### src/rtl/paq_pkg.sv
package paq_pkg;

    // field widths
    localparam int COORD_BITS = 12;
    localparam int SUM_BITS   = 48;
    localparam int DIM_BITS   = 13;
    localparam int LVL_BITS   = 16;
    localparam int AREA_BITS  = 47;

    // derived widths
    localparam int PROD_BITS  = 2 * COORD_BITS;
    localparam int WIDE_BITS  = (PROD_BITS > SUM_BITS) ? PROD_BITS : SUM_BITS;
    localparam int MAG_BITS   = (SUM_BITS > AREA_BITS) ? SUM_BITS : AREA_BITS;
    localparam int DENOM_BITS = 2 * DIM_BITS + 1;
    localparam int QPROD_BITS = DENOM_BITS + LVL_BITS;
    localparam int DIV_STEPS  = LVL_BITS;
    localparam int STEP_BITS  = $clog2(DIV_STEPS);

    // APB map
    localparam int ADDR_BITS = 4;
    localparam int DATA_BITS = 32;

    typedef logic [COORD_BITS-1:0] coord_t;
    typedef logic [SUM_BITS-1:0]   sum_t;
    typedef logic [AREA_BITS-1:0]  area_t;
    typedef logic [LVL_BITS-1:0]   level_t;
    typedef logic [DIM_BITS-1:0]   dim_t;
    typedef logic [DENOM_BITS-1:0] denom_t;
    typedef logic [ADDR_BITS-1:0]  addr_t;
    typedef logic [DATA_BITS-1:0]  data_t;

    localparam addr_t REG_WIDTH  = 4'h0;
    localparam addr_t REG_HEIGHT = 4'h4;
    localparam addr_t REG_LEVELS = 4'h8;

    localparam dim_t   WIDTH_RESET  = 13'd640;
    localparam dim_t   HEIGHT_RESET = 13'd480;
    localparam level_t LEVELS_RESET = 16'd100;

    localparam area_t AREA_MAX = {AREA_BITS{1'b1}};

    typedef struct packed {
        dim_t   width;
        dim_t   height;
        level_t levels;
    } cfg_t;

    // controller -> datapath
    typedef struct packed {
        logic take_vertex;
        logic close_poly;
        logic calc_mag;
        logic calc_level;
        logic div_step;
        logic load_out;
    } cmd_t;

    // datapath -> controller
    typedef struct packed {
        logic need_div;
    } status_t;

endpackage

### src/rtl/paq_if.sv
interface paq_vertex_if;
    import paq_pkg::*;

    logic   valid;
    logic   ready;
    coord_t vertex_x;
    coord_t vertex_y;
    logic   last_vertex;

    modport source (output valid, vertex_x, vertex_y, last_vertex, input ready);
    modport sink   (input valid, vertex_x, vertex_y, last_vertex, output ready);
endinterface

interface paq_result_if;
    import paq_pkg::*;

    logic   valid;
    logic   ready;
    area_t  doubled_area;
    level_t area_level;

    modport source (output valid, doubled_area, area_level, input ready);
    modport sink   (input valid, doubled_area, area_level, output ready);
endinterface

### src/rtl/paq_regs.sv
module paq_regs (
    input  logic           clk,
    input  logic           rst_n,
    input  logic           psel,
    input  logic           penable,
    input  logic           pwrite,
    input  paq_pkg::addr_t paddr,
    input  paq_pkg::data_t pwdata,
    output paq_pkg::data_t prdata,
    output logic           pready,
    output paq_pkg::cfg_t  cfg
);
    import paq_pkg::*;

    dim_t   width_reg;
    dim_t   height_reg;
    level_t levels_reg;
    logic   wr_en;

    assign pready = 1'b1;
    assign wr_en  = psel && penable && pwrite;

    always_ff @(posedge clk or negedge rst_n)
    begin
        if (!rst_n)
        begin
            width_reg  <= WIDTH_RESET;
            height_reg <= HEIGHT_RESET;
            levels_reg <= LEVELS_RESET;
        end
        else if (wr_en)
        begin
            unique case (paddr)
                REG_WIDTH:  width_reg  <= pwdata[DIM_BITS-1:0];
                REG_HEIGHT: height_reg <= pwdata[DIM_BITS-1:0];
                REG_LEVELS: levels_reg <= pwdata[LVL_BITS-1:0];
                default:    ;
            endcase
        end
    end

    always_comb
    begin
        unique case (paddr)
            REG_WIDTH:  prdata = DATA_BITS'(width_reg);
            REG_HEIGHT: prdata = DATA_BITS'(height_reg);
            REG_LEVELS: prdata = DATA_BITS'(levels_reg);
            default:    prdata = '0;
        endcase
    end

    assign cfg.width  = width_reg;
    assign cfg.height = height_reg;
    assign cfg.levels = levels_reg;

endmodule

### src/rtl/paq_dp.sv
module paq_dp (
    input  logic             clk,
    input  logic             rst_n,
    input  paq_pkg::cmd_t    cmd,
    input  paq_pkg::cfg_t    cfg,
    input  paq_pkg::coord_t  vertex_x,
    input  paq_pkg::coord_t  vertex_y,
    output paq_pkg::status_t status,
    output paq_pkg::area_t   doubled_area,
    output paq_pkg::level_t  area_level
);
    import paq_pkg::*;

    coord_t first_x_reg, first_y_reg, prev_x_reg, prev_y_reg;
    sum_t   sum_reg;
    logic   in_poly_reg;
    area_t  area_reg;
    denom_t denom_reg;
    denom_t rem_reg;
    level_t quo_reg;
    area_t  out_area_reg;
    level_t out_level_reg;

    // shared cross-product unit: prev x b
    coord_t                 bx, by;
    logic [PROD_BITS-1:0]   prod_a, prod_b;
    logic [WIDE_BITS-1:0]   term_wide;
    sum_t                   term;
    sum_t                   sum_plus;

    // closing arithmetic
    sum_t                   mag;
    logic [MAG_BITS-1:0]    mag_wide;
    area_t                  area_sat;
    logic [2*DIM_BITS-1:0]  dim_prod;
    logic                   lvl_zero, lvl_sat;
    logic [QPROD_BITS-1:0]  qprod;
    logic [DENOM_BITS:0]    trial;
    logic                   trial_ge;
    logic [DENOM_BITS:0]    trial_diff;

    always_comb
    begin
        bx        = cmd.close_poly ? first_x_reg : vertex_x;
        by        = cmd.close_poly ? first_y_reg : vertex_y;
        prod_a    = PROD_BITS'(prev_x_reg) * PROD_BITS'(by);
        prod_b    = PROD_BITS'(prev_y_reg) * PROD_BITS'(bx);
        term_wide = WIDE_BITS'(prod_a) - WIDE_BITS'(prod_b);
        term      = term_wide[SUM_BITS-1:0];
        sum_plus  = sum_reg + term;

        mag      = sum_reg[SUM_BITS-1] ? (~sum_reg + SUM_BITS'(1)) : sum_reg;
        mag_wide = MAG_BITS'(mag);
        area_sat = (mag_wide > MAG_BITS'(AREA_MAX)) ? AREA_MAX : mag_wide[AREA_BITS-1:0];
        dim_prod = (2*DIM_BITS)'(cfg.width) * (2*DIM_BITS)'(cfg.height);

        lvl_zero = (cfg.levels == '0);
        lvl_sat  = (denom_reg == '0) || (area_reg >= AREA_BITS'(denom_reg));
        qprod    = QPROD_BITS'(area_reg[DENOM_BITS-1:0]) * QPROD_BITS'(cfg.levels);

        trial      = {rem_reg, quo_reg[LVL_BITS-1]};
        trial_ge   = trial >= (DENOM_BITS+1)'(denom_reg);
        trial_diff = trial - (DENOM_BITS+1)'(denom_reg);
    end

    assign status.need_div = !lvl_zero && !lvl_sat;

    always_ff @(posedge clk or negedge rst_n)
    begin
        if (!rst_n)
        begin
            in_poly_reg <= 1'b0;
            first_x_reg <= '0;
            first_y_reg <= '0;
            prev_x_reg  <= '0;
            prev_y_reg  <= '0;
            sum_reg     <= '0;
        end
        else
        begin
            if (cmd.take_vertex)
            begin
                if (!in_poly_reg)
                begin
                    first_x_reg <= vertex_x;
                    first_y_reg <= vertex_y;
                    sum_reg     <= '0;
                end
                else
                begin
                    sum_reg <= sum_plus;
                end
                prev_x_reg  <= vertex_x;
                prev_y_reg  <= vertex_y;
                in_poly_reg <= 1'b1;
            end
            else if (cmd.close_poly)
            begin
                sum_reg     <= sum_plus;
                in_poly_reg <= 1'b0;
            end
        end
    end

    // payload registers, no reset
    always_ff @(posedge clk)
    begin
        if (cmd.calc_mag)
        begin
            area_reg  <= area_sat;
            denom_reg <= {dim_prod, 1'b0};
        end
        if (cmd.calc_level)
        begin
            if (lvl_zero)
                quo_reg <= '0;
            else if (lvl_sat)
                quo_reg <= cfg.levels;
            else
            begin
                rem_reg <= qprod[QPROD_BITS-1:LVL_BITS];
                quo_reg <= qprod[LVL_BITS-1:0];
            end
        end
        else if (cmd.div_step)
        begin
            rem_reg <= trial_ge ? trial_diff[DENOM_BITS-1:0] : trial[DENOM_BITS-1:0];
            quo_reg <= {quo_reg[LVL_BITS-2:0], trial_ge};
        end
        if (cmd.load_out)
        begin
            out_area_reg  <= area_reg;
            out_level_reg <= quo_reg;
        end
    end

    assign doubled_area = out_area_reg;
    assign area_level   = out_level_reg;

endmodule

### src/rtl/paq_ctrl.sv
module paq_ctrl (
    input  logic             clk,
    input  logic             rst_n,
    input  logic             in_valid,
    input  logic             in_last,
    output logic             in_ready,
    output logic             out_valid,
    input  logic             out_ready,
    input  paq_pkg::status_t status,
    output paq_pkg::cmd_t    cmd
);
    import paq_pkg::*;

    typedef enum logic [2:0] {
        ST_IDLE,
        ST_CLOSE,
        ST_MAG,
        ST_LEVEL,
        ST_DIV,
        ST_FINISH
    } state_t;

    state_t               state_reg, state_next;
    logic [STEP_BITS-1:0] cnt_reg, cnt_next;
    logic                 out_valid_reg, out_valid_next;
    logic                 in_fire, slot_free;

    assign in_ready  = (state_reg == ST_IDLE);
    assign in_fire   = in_valid && in_ready;
    assign slot_free = !out_valid_reg || out_ready;
    assign out_valid = out_valid_reg;

    always_comb
    begin
        cmd             = '0;
        state_next      = state_reg;
        cnt_next        = cnt_reg;
        cmd.take_vertex = in_fire;
        unique case (state_reg)
            ST_IDLE:
            begin
                if (in_fire && in_last)
                    state_next = ST_CLOSE;
            end
            ST_CLOSE:
            begin
                cmd.close_poly = 1'b1;
                state_next     = ST_MAG;
            end
            ST_MAG:
            begin
                cmd.calc_mag = 1'b1;
                state_next   = ST_LEVEL;
            end
            ST_LEVEL:
            begin
                cmd.calc_level = 1'b1;
                cnt_next       = '0;
                state_next     = status.need_div ? ST_DIV : ST_FINISH;
            end
            ST_DIV:
            begin
                cmd.div_step = 1'b1;
                cnt_next     = cnt_reg + STEP_BITS'(1);
                if (cnt_reg == STEP_BITS'(DIV_STEPS - 1))
                    state_next = ST_FINISH;
            end
            ST_FINISH:
            begin
                if (slot_free)
                begin
                    cmd.load_out = 1'b1;
                    state_next   = ST_IDLE;
                end
            end
            default: state_next = ST_IDLE;
        endcase

        if (cmd.load_out)
            out_valid_next = 1'b1;
        else if (out_ready)
            out_valid_next = 1'b0;
        else
            out_valid_next = out_valid_reg;
    end

    always_ff @(posedge clk or negedge rst_n)
    begin
        if (!rst_n)
        begin
            state_reg     <= ST_IDLE;
            cnt_reg       <= '0;
            out_valid_reg <= 1'b0;
        end
        else
        begin
            state_reg     <= state_next;
            cnt_reg       <= cnt_next;
            out_valid_reg <= out_valid_next;
        end
    end

endmodule

### src/rtl/polygon_area_quantizer.sv
// Sequencing: the vertex port stays ready across a non-last vertex; after its last vertex a
//   polygon passes close, magnitude, level, the 16-step restoring divider when the level needs it, and finish.
// Flow: the vertex port is held off during close/magnitude/level/divide and while finish
//   waits on an unread result word.
// Reset: rst_n async active low; clears the vertex/sum state, sequencer and output valid,
//   and loads width 640, height 480, levels 100.
module polygon_area_quantizer (
    input  logic           clk,
    input  logic           rst_n,
    paq_vertex_if.sink     vertex_in,
    paq_result_if.source   result_out,
    input  logic           psel,
    input  logic           penable,
    input  logic           pwrite,
    input  paq_pkg::addr_t paddr,
    input  paq_pkg::data_t pwdata,
    output paq_pkg::data_t prdata,
    output logic           pready
);
    import paq_pkg::*;

    cfg_t    cfg;
    cmd_t    cmd;
    status_t status;

    // APB registers: width at 0x0, height at 0x4, levels at 0x8
    paq_regs u_regs (
        .clk     (clk),
        .rst_n   (rst_n),
        .psel    (psel),
        .penable (penable),
        .pwrite  (pwrite),
        .paddr   (paddr),
        .pwdata  (pwdata),
        .prdata  (prdata),
        .pready  (pready),
        .cfg     (cfg)
    );

    // Sequencer: idle takes vertex words; a last vertex walks
    // close -> magnitude -> level -> (divide) -> finish.
    paq_ctrl u_ctrl (
        .clk       (clk),
        .rst_n     (rst_n),
        .in_valid  (vertex_in.valid),
        .in_last   (vertex_in.last_vertex),
        .in_ready  (vertex_in.ready),
        .out_valid (result_out.valid),
        .out_ready (result_out.ready),
        .status    (status),
        .cmd       (cmd)
    );

    // Datapath: shoelace accumulator with one shared cross-product unit,
    // |sum| with saturation, 2*w*h, level multiply and quotient divider,
    // and the output word register.
    paq_dp u_dp (
        .clk          (clk),
        .rst_n        (rst_n),
        .cmd          (cmd),
        .cfg          (cfg),
        .vertex_x     (vertex_in.vertex_x),
        .vertex_y     (vertex_in.vertex_y),
        .status       (status),
        .doubled_area (result_out.doubled_area),
        .area_level   (result_out.area_level)
    );

endmodule

### src/flat_wrapper.sv
// flat-port wrapper written by rule: the top's interface ports become plain ports
module polygon_area_quantizer_flat import paq_pkg::*;
  (clk, rst_n, psel, penable, pwrite, paddr, pwdata, prdata, pready, vertex_in_valid, vertex_in_vertex_x, vertex_in_vertex_y, vertex_in_last_vertex, vertex_in_ready, result_out_valid, result_out_doubled_area, result_out_area_level, result_out_ready);
  paq_vertex_if vertex_in_i ();
  paq_result_if result_out_i ();
  input  logic clk;
  input  logic rst_n;
  input  logic psel;
  input  logic penable;
  input  logic pwrite;
  input  paq_pkg::addr_t paddr;
  input  paq_pkg::data_t pwdata;
  output paq_pkg::data_t prdata;
  output logic pready;
  input wire logic [$bits(vertex_in_i.valid)-1:0] vertex_in_valid;
  input wire logic [$bits(vertex_in_i.vertex_x)-1:0] vertex_in_vertex_x;
  input wire logic [$bits(vertex_in_i.vertex_y)-1:0] vertex_in_vertex_y;
  input wire logic [$bits(vertex_in_i.last_vertex)-1:0] vertex_in_last_vertex;
  output wire logic [$bits(vertex_in_i.ready)-1:0] vertex_in_ready;
  output wire logic [$bits(result_out_i.valid)-1:0] result_out_valid;
  output wire logic [$bits(result_out_i.doubled_area)-1:0] result_out_doubled_area;
  output wire logic [$bits(result_out_i.area_level)-1:0] result_out_area_level;
  input wire logic [$bits(result_out_i.ready)-1:0] result_out_ready;
  assign vertex_in_i.valid = vertex_in_valid;
  assign vertex_in_i.vertex_x = vertex_in_vertex_x;
  assign vertex_in_i.vertex_y = vertex_in_vertex_y;
  assign vertex_in_i.last_vertex = vertex_in_last_vertex;
  assign vertex_in_ready = vertex_in_i.ready;
  assign result_out_valid = result_out_i.valid;
  assign result_out_doubled_area = result_out_i.doubled_area;
  assign result_out_area_level = result_out_i.area_level;
  assign result_out_i.ready = result_out_ready;
  polygon_area_quantizer u_core (.clk(clk), .rst_n(rst_n), .vertex_in(vertex_in_i), .result_out(result_out_i), .psel(psel), .penable(penable), .pwrite(pwrite), .paddr(paddr), .pwdata(pwdata), .prdata(prdata), .pready(pready));
endmodule
### config.mk
export PLATFORM = sky130hd
export DESIGN_NAME = polygon_area_quantizer_flat
export DESIGN_NICKNAME = d
export VERILOG_FILES = /design/src/rtl/paq_pkg.sv /design/src/rtl/paq_if.sv /design/src/rtl/paq_regs.sv /design/src/rtl/paq_dp.sv /design/src/rtl/paq_ctrl.sv /design/src/rtl/polygon_area_quantizer.sv /design/src/flat_wrapper.sv
export SDC_FILE = /design/constraint.sdc
export NUM_CORES = 2
export LEC_CHECK = 0
export BUFFER_PORTS_ARGS = -buffer_cell sky130_fd_sc_hd__buf_2
export CELL_PAD_IN_SITES_DETAIL_PLACEMENT = 1
export CELL_PAD_IN_SITES_GLOBAL_PLACEMENT = 1
export CORE_MARGIN = 2
export CORE_UTILIZATION = 51
export DETAILED_ROUTE_END_ITERATION = 8
export GPL_ROUTABILITY_DRIVEN = 0
export PLACE_DENSITY_LB_ADDON = 0.1
export SLEW_MARGIN = 20
export SYNTH_ARGS = -nofsm -noshare
export SYNTH_HDL_FRONTEND = slang
export SYNTH_SLANG_ARGS = --single-unit
### constraint.sdc
create_clock -name clk -period 12 [get_ports clk]
set_input_delay 0.6 -clock clk [delete_from_list [all_inputs] [get_ports clk]]
set_output_delay 0.6 -clock clk [all_outputs]
set_load 0.05 [all_outputs]
Word-level counts from Yosys, hierarchy flattened
Index checks and enable logic that the tools add are counted.
- register bits after elaboration: 326
- input port bits: 68
- output and inout bits: 98
- $add $sub $neg: 5
- multiply operators: 4
- $lt $le $gt $ge: 3
- equal/unequal tests: 13
- multiplexer cells: 32
- bitwise logic cells: 2
- reductions and logical operators: 24
- operators with widths (kind ; number):
    48-bit two-way mux ; 4
    27-bit two-way mux ; 5
    16-bit two-way mux ; 4
    48-bit by 1-bit adder with 48-bit output (second input constant) ; 1
    48-bit adder ; 1
    48-bit by 47-bit greater-than comparator with 1-bit output (second input constant) ; 1
    12-bit by 12-bit multiplier with 24-bit output ; 2
    48-bit inverter ; 1
    16-bit one-hot mux with 3 select lines ; 1
    47-bit by 27-bit >= comparator with 1-bit output ; 1
    27-bit by 16-bit multiplier with 43-bit output ; 1
    28-bit by 27-bit >= comparator with 1-bit output ; 1
    27-bit zero test ; 1
    27-bit subtractor ; 1
    13-bit by 13-bit multiplier with 26-bit output ; 1
    24-bit by 24-bit subtractor with 25-bit output ; 1
    12-bit two-way mux ; 2
    3-bit one-hot mux with 6 select lines ; 1
    16-bit zero test ; 1
    1-bit two-way mux ; 11
    3-bit two-way mux ; 3
    4-bit == test (second input constant) ; 2
    2-bit != test (second input constant) ; 4
    4-bit one-hot mux with 2 select lines ; 1
    other kinds (15) ; 31

Longest topological paths before layout
- depth after elaboration: 8
- gate-level depth with buffers: 46

By module
A second synthesis with hierarchy kept.
- cell total of the unflattened synthesis: 4843
- area total of the unflattened synthesis: 46211.8 sq um
- by module, submodules not included (module ; times used ; cells each ; area each (sq um)):
    paq_dp ; 1 ; 4649 ; 43691.9
    paq_regs ; 1 ; 147 ; 2016.9
    paq_ctrl ; 1 ; 47 ; 503.0

Worst setup path after synthesis
No wires, ideal clock.
- path kind: reg2reg
- start point: reg u_core.u_ctrl.state_reg[2]
- end point: reg u_core.u_dp.sum_reg[47]
- library setup time: 0.137 ns
- arrival time: 10.824 ns
- required time: 11.863 ns
- setup slack: 1.039 ns
- cell stages (with the launch flop): 42
- buffers on the path: 4
- period minus slack after synthesis: 10.961 ns
- cell sequence: dfrtp_1 -> clkbuf_1 -> nand2b_1 -> clkbuf_1 -> nor2_1 -> clkbuf_1 -> mux2_2 -> clkbuf_1 -> nand2_1 -> fa_1 -> inv_1 -> fa_1 -> inv_1 -> fa_1 -> fa_1 -> inv_1 -> fa_1 -> fa_1 -> [6 not listed] -> a211oi_1 -> nand3_1 -> and3_1 -> o2111ai_1 -> nand2_1 -> xnor2_1 -> ha_1 -> a21o_1 -> a21o_1 -> a21oi_1 -> o21ai_0 -> a211oi_1 -> a21oi_1 -> a211o_1 -> a21oi_1 -> xnor2_1 -> a31oi_1 -> o31ai_1
- word-level cells in the longest chain between the ends: 8
- elaborated cells between the ends (all ways): 14
- classes of those cells: add/sub: 2; mul: 2; eq/ne: 1; mux: 6; reduce/logical: 3
- RTL lines (element ; RTL line ; text):
    start: declaration ; paq_ctrl.sv:23 ; state_t state_reg, state_next;
    start signal: assignment ; paq_ctrl.sv:97 ; state_reg <= state_next;
    3-bit by 1-bit == test with 1-bit output ; paq_ctrl.sv:39 ; unique case (state_reg)
    1-bit two-way mux ; paq_ctrl.sv:39 ;
    12-bit two-way mux, on equally long branches ; paq_dp.sv:45, paq_dp.sv:44 ;
    12-bit by 12-bit multiplier with 24-bit output, on equally long branches ; paq_dp.sv:46, paq_dp.sv:47 ;
    24-bit by 24-bit subtractor with 25-bit output ; paq_dp.sv:48 ; term_wide = WIDE_BITS'(prod_a) - WIDE_BITS'(prod_b);
    48-bit adder ; paq_dp.sv:50 ; sum_plus = sum_reg + term;
    48-bit two-way mux, on equally long branches ; paq_dp.sv:97, paq_dp.sv:83 ;
    48-bit two-way mux ; paq_dp.sv:81 ; if (cmd.take_vertex)
    end signal: assignment ; paq_dp.sv:91 ; sum_reg <= sum_plus;
    end signal: assignment ; paq_dp.sv:99 ; sum_reg <= sum_plus;
    end: declaration ; paq_dp.sv:15 ; sum_t sum_reg;
Several ways; a longest one is shown, not always the timed one. The select of a mux whose other input is x is not followed.
A chain may end at the register's enable or synchronous reset.

Final worst setup path
- start point: reg u_core.u_ctrl.state_reg[2]
- end point: reg u_core.u_dp.sum_reg[46]
Same word-level chain as after synthesis.

==> summary by stage <==
Floorplan
The die covers 0.09344 mm2. The count of pins on the block boundary is 166. In this run the core area contains 110 standard-cell rows. The die is 305.7 um tall. The die span in x is 305.7 um. In this run the standard cell core region covers 0.09015 mm2. The initial utilization of the core area, before any placement, comes to 51.49%.

Clock network
The clock tree synthesis step divided the H-tree into 2 levels. The number of buffers inserted by post-CTS setup repair is 0. The total CTS buffers is 42. The clock-pin slew reported for the worst setup and hold paths after clock tree synthesis is 60 ps. The clock tree root buffer cell is clkbuf_16. The clock drives 326 sinks. TritonCTS built the clock tree.

At the later pin of the worst-skew pair, clock insertion delay measures 600 ps. The number of cells upsized or downsized after cts is 0. No sink is reached through more buffers than the 3 on the longest clock path. The hold buffer count at cts is 0.

Logic synthesis
The number of storage elements in the synthesis netlist is 326. The synthesized netlist contains 79 unique library cells. The xor and xnor fraction of the mapped netlist area is 3.340%.

The synthesized netlist devotes 15.66% of its cell area to simple gates. Summing the areas of all compound-gate instances in the mapped netlist gives 8.416% of the synthesized area. For this run, the leading register cell type out of synthesis is edfxtp_1. The share of synthesized area spent on multiplexers is 2.679%. The number of standard cells after synthesis is 4922. Sequential cells were found to cover 19.53% of the synthesized design area.

The total standard cell area after synthesis is 0.04642 mm2. The adder and majority cell fraction of the synthesized area is 41.55%. The share of flip-flops with an asynchronous set or reset is 45.09%. By area, the combinational part of the netlist is dominated by adder cells.

Yosys mapped a number of flops with a built-in enable equal to 179. For this run, the number of Yosys warnings is 0. The average footprint of a synthesized cell is 9.430 um2.

STA
The ratio of final minimum period to clock period is 91.50%. Setup repair after global routing left no endpoint under its margin. Setup violations remaining at the end of the flow were counted as 0. The time the worst path needs with I/O delays and setup is 10980 ps. The number of pins with negative max-slew slack in the final report is 0.

Based on the critical path, the design can be clocked at up to 91.08 MHz. The setup TNS is 0 ps. The final-report hold violation count came to 0. The measured slew at the worst slew-check pin is 1188 ps. The setup skew after layout is 30.17 ps. Measured against its own limit, the worst slew margin works out to 20.82%.

GRT
The via count of the first global-routing pass is 38820. The global-route wire length before repair is 213.3 mm. The total global routing overflow is 0. Entering global routing, the biggest net connects 96 pins.

The number of antenna violations at the first check in global routing was 2. The aggregate global-route resource usage is 29.15%.

Run status
The run finished with clean final reports.

Setup path
The critical path data arrival time is 11420 ps. The critical path is of the flip-flop to flip-flop type. STA classifies the critical path startpoint as a flip-flop. On the critical path the largest part of the delay comes from adder cells. Data on the critical path is required at its endpoint by 12440 ps.

The number of cells on the worst reg-to-reg path is 37. The slack of the worst reg-to-reg path is 1020 ps. The most prevalent standard cell on the critical path is fa_1. The launching point of the worst reg2reg path is u_core.u_ctrl.state_reg[2]$_DFFE_PN0P_. The master of the slowest instance on the critical path is a2111oi_0. The worst register-to-register path ends at u_core.u_dp.sum_reg[46]$_DFFE_PN0P_. The largest single stage delay on the critical path is 690 ps. Together, buffers and inverters on the worst path number 6. The endpoint type of the worst setup path is a flip-flop. Along the worst path, the maximum fanout reaches 13.

Route
The average wire per standard cell is 21.54 um. The detailed-route wire length on metal 1 is 55.38 mm. The detailed router's first-iteration violation count is 1846. In the detailed route, the total length drawn on met3 is 5.599 mm.

After detailed routing, no signal wire sits above met4. Detailed routing inserted a total of 34600 vias. Once detail routing completed, the nets flagged for antenna violations numbered 0. Dividing the detail-routed via count by the number of cells gives 5.632. The first TritonRoute pass finished after 5 iterations. The number of remaining DRC errors is 0. Summed over all layers, the routed wires come to 132.3 mm. Summed over all nets, wire length on met2 after detailed routing comes to 66.84 mm.

Layout
The number of flip-flops in the largest register is 48. The number of nets in the layout is 6110. The count of fill cells added during filler insertion is 10310. The library cell used most frequently in the layout, excluding fill and tap cells, is inv_1.

In the final layout, flip-flops and latches occupy 0.009065 mm2. In the final layout, the multi-input gates occupy 0.03341 mm2. In the layout the commonest cells are 825 x inv_1, 818 x nand2_1, 717 x fa_1, 394 x ha_1, 258 x and2_1. In the final layout, the share of cells above drive strength 1 is 7.895%. Compared with the post-synthesis result, the final layout area differs by 6.874%.

Hold path
The worst hold-check path type is input pin to asynchronous set/reset pin.

Placement
Detailed placement finished with a half-perimeter wire length of 101.1 mm. Port buffering added 132 buffers.

Job
The max-capacitance violation count is 0.
metrics by stage:
stage / std cells / cell area (um2) / setup slack (ps) / hold WS, ps / util [%]
5_1_grt: 6141 / 49600 / 146.8 / 187.2 / 55.02
2_1_floorplan: 4937 / 46470 / 1039 / 304.4 / -
4_1_cts: 6136 / 49490 / 1004 / 143.3 / 54.90
3_3_place_gp: 6058 / 48090 / 1180 / 424.7 / 53.35
3_5_place_dp: 6058 / 48090 / 1022 / 435.2 / 53.35
6_report: 6143 / 49610 / 1020 / 89.65 / 55.03
metal layers:
metal  vias to the layer above  global-route usage (%)
li1                      15620                       -
met1                     18020                   37.44
met2                       738                   51.22
met3                       218                   3.383
met4                         0                   9.669
met5                         -                       0
how the worst max path moves through the flow:
stage	from	endpoint	slack [ps]	cells after the start
floorplan	u_core.u_ctrl.state_reg[2]$_DFFE_PN0P_	u_core.u_dp.sum_reg[47]$_DFFE_PN0P_	1040	41
global placement	u_core.u_ctrl.state_reg[2]$_DFFE_PN0P_	u_core.u_dp.sum_reg[46]$_DFFE_PN0P_	1180	37
detailed placement	u_core.u_ctrl.state_reg[2]$_DFFE_PN0P_	u_core.u_dp.sum_reg[46]$_DFFE_PN0P_	1020	37
CTS	u_core.u_ctrl.state_reg[2]$_DFFE_PN0P_	u_core.u_dp.sum_reg[46]$_DFFE_PN0P_	1000	37
global route	u_core.u_ctrl.state_reg[2]$_DFFE_PN0P_	u_core.u_dp.sum_reg[46]$_DFFE_PN0P_	150	37
finish	u_core.u_ctrl.state_reg[2]$_DFFE_PN0P_	u_core.u_dp.sum_reg[46]$_DFFE_PN0P_	1020	37
synthesized netlist by cell type, types with 5 or more instances:
cell type,count,area [um2]
o2111ai_1,8,70.07
or2_2,7,43.79
nand2_2,6,37.54
a22oi_1,14,105.1
fa_1,717,14350
a21o_1,77,578.1
buf_4,17,127.6
dfstp_2,9,236.5
o21bai_1,19,142.6
xnor2_1,93,814.5
and3_1,15,93.84
dfrtp_1,138,3453
and2_1,258,1614
nand2_1,818,3070
o22ai_1,5,31.28
o21ai_0,143,715.7
ha_1,394,4930
or4_1,6,45.04
o31ai_1,36,270.3
edfxtp_1,179,5375
xor2_1,84,735.7
clkbuf_1,200,750.7
inv_1,825,3097
a41o_1,5,50.05
o211ai_1,12,90.09
or3_1,21,131.4
nor2_1,88,330.3
mux2_2,82,923.4
a211oi_1,33,247.7
a21oi_1,163,815.8
a21boi_0,6,45.04
nor2b_1,122,763.2
and4_1,9,78.83
nor3_1,31,155.2
a22o_1,6,52.55
nand4_1,23,143.9
nand2b_1,37,231.5
mux2i_1,32,320.3
nand3_1,30,150.1
o21a_1,22,165.2
o41ai_1,6,52.55
nor4_1,20,125.1
buf_1,13,48.80
a31oi_1,17,106.4
cell families after synthesis:
kind of cell / count (synthesis)
mux: 114
fa+ha+maj: 1111
xor+xnor: 177
flops: 326
buf+inv: 1063
compound gates: 614
simple gates: 1515
other cells: 2
layout make-up:
type | instances | share of cell area (%)
sequential | 326 | 18.27
antenna | 2 | 0.01009
tap | 1176 | 2.966
timing repair buffer | 188 | 2.343
clock buffer | 53 | 2.305
multi-input combinational | 3548 | 67.35
inverter | 825 | 6.243
clock inverter | 25 | 0.5070
Power is not shown: default switching activity piles up to over one toggle a cycle in this logic, so the estimate is an artifact.
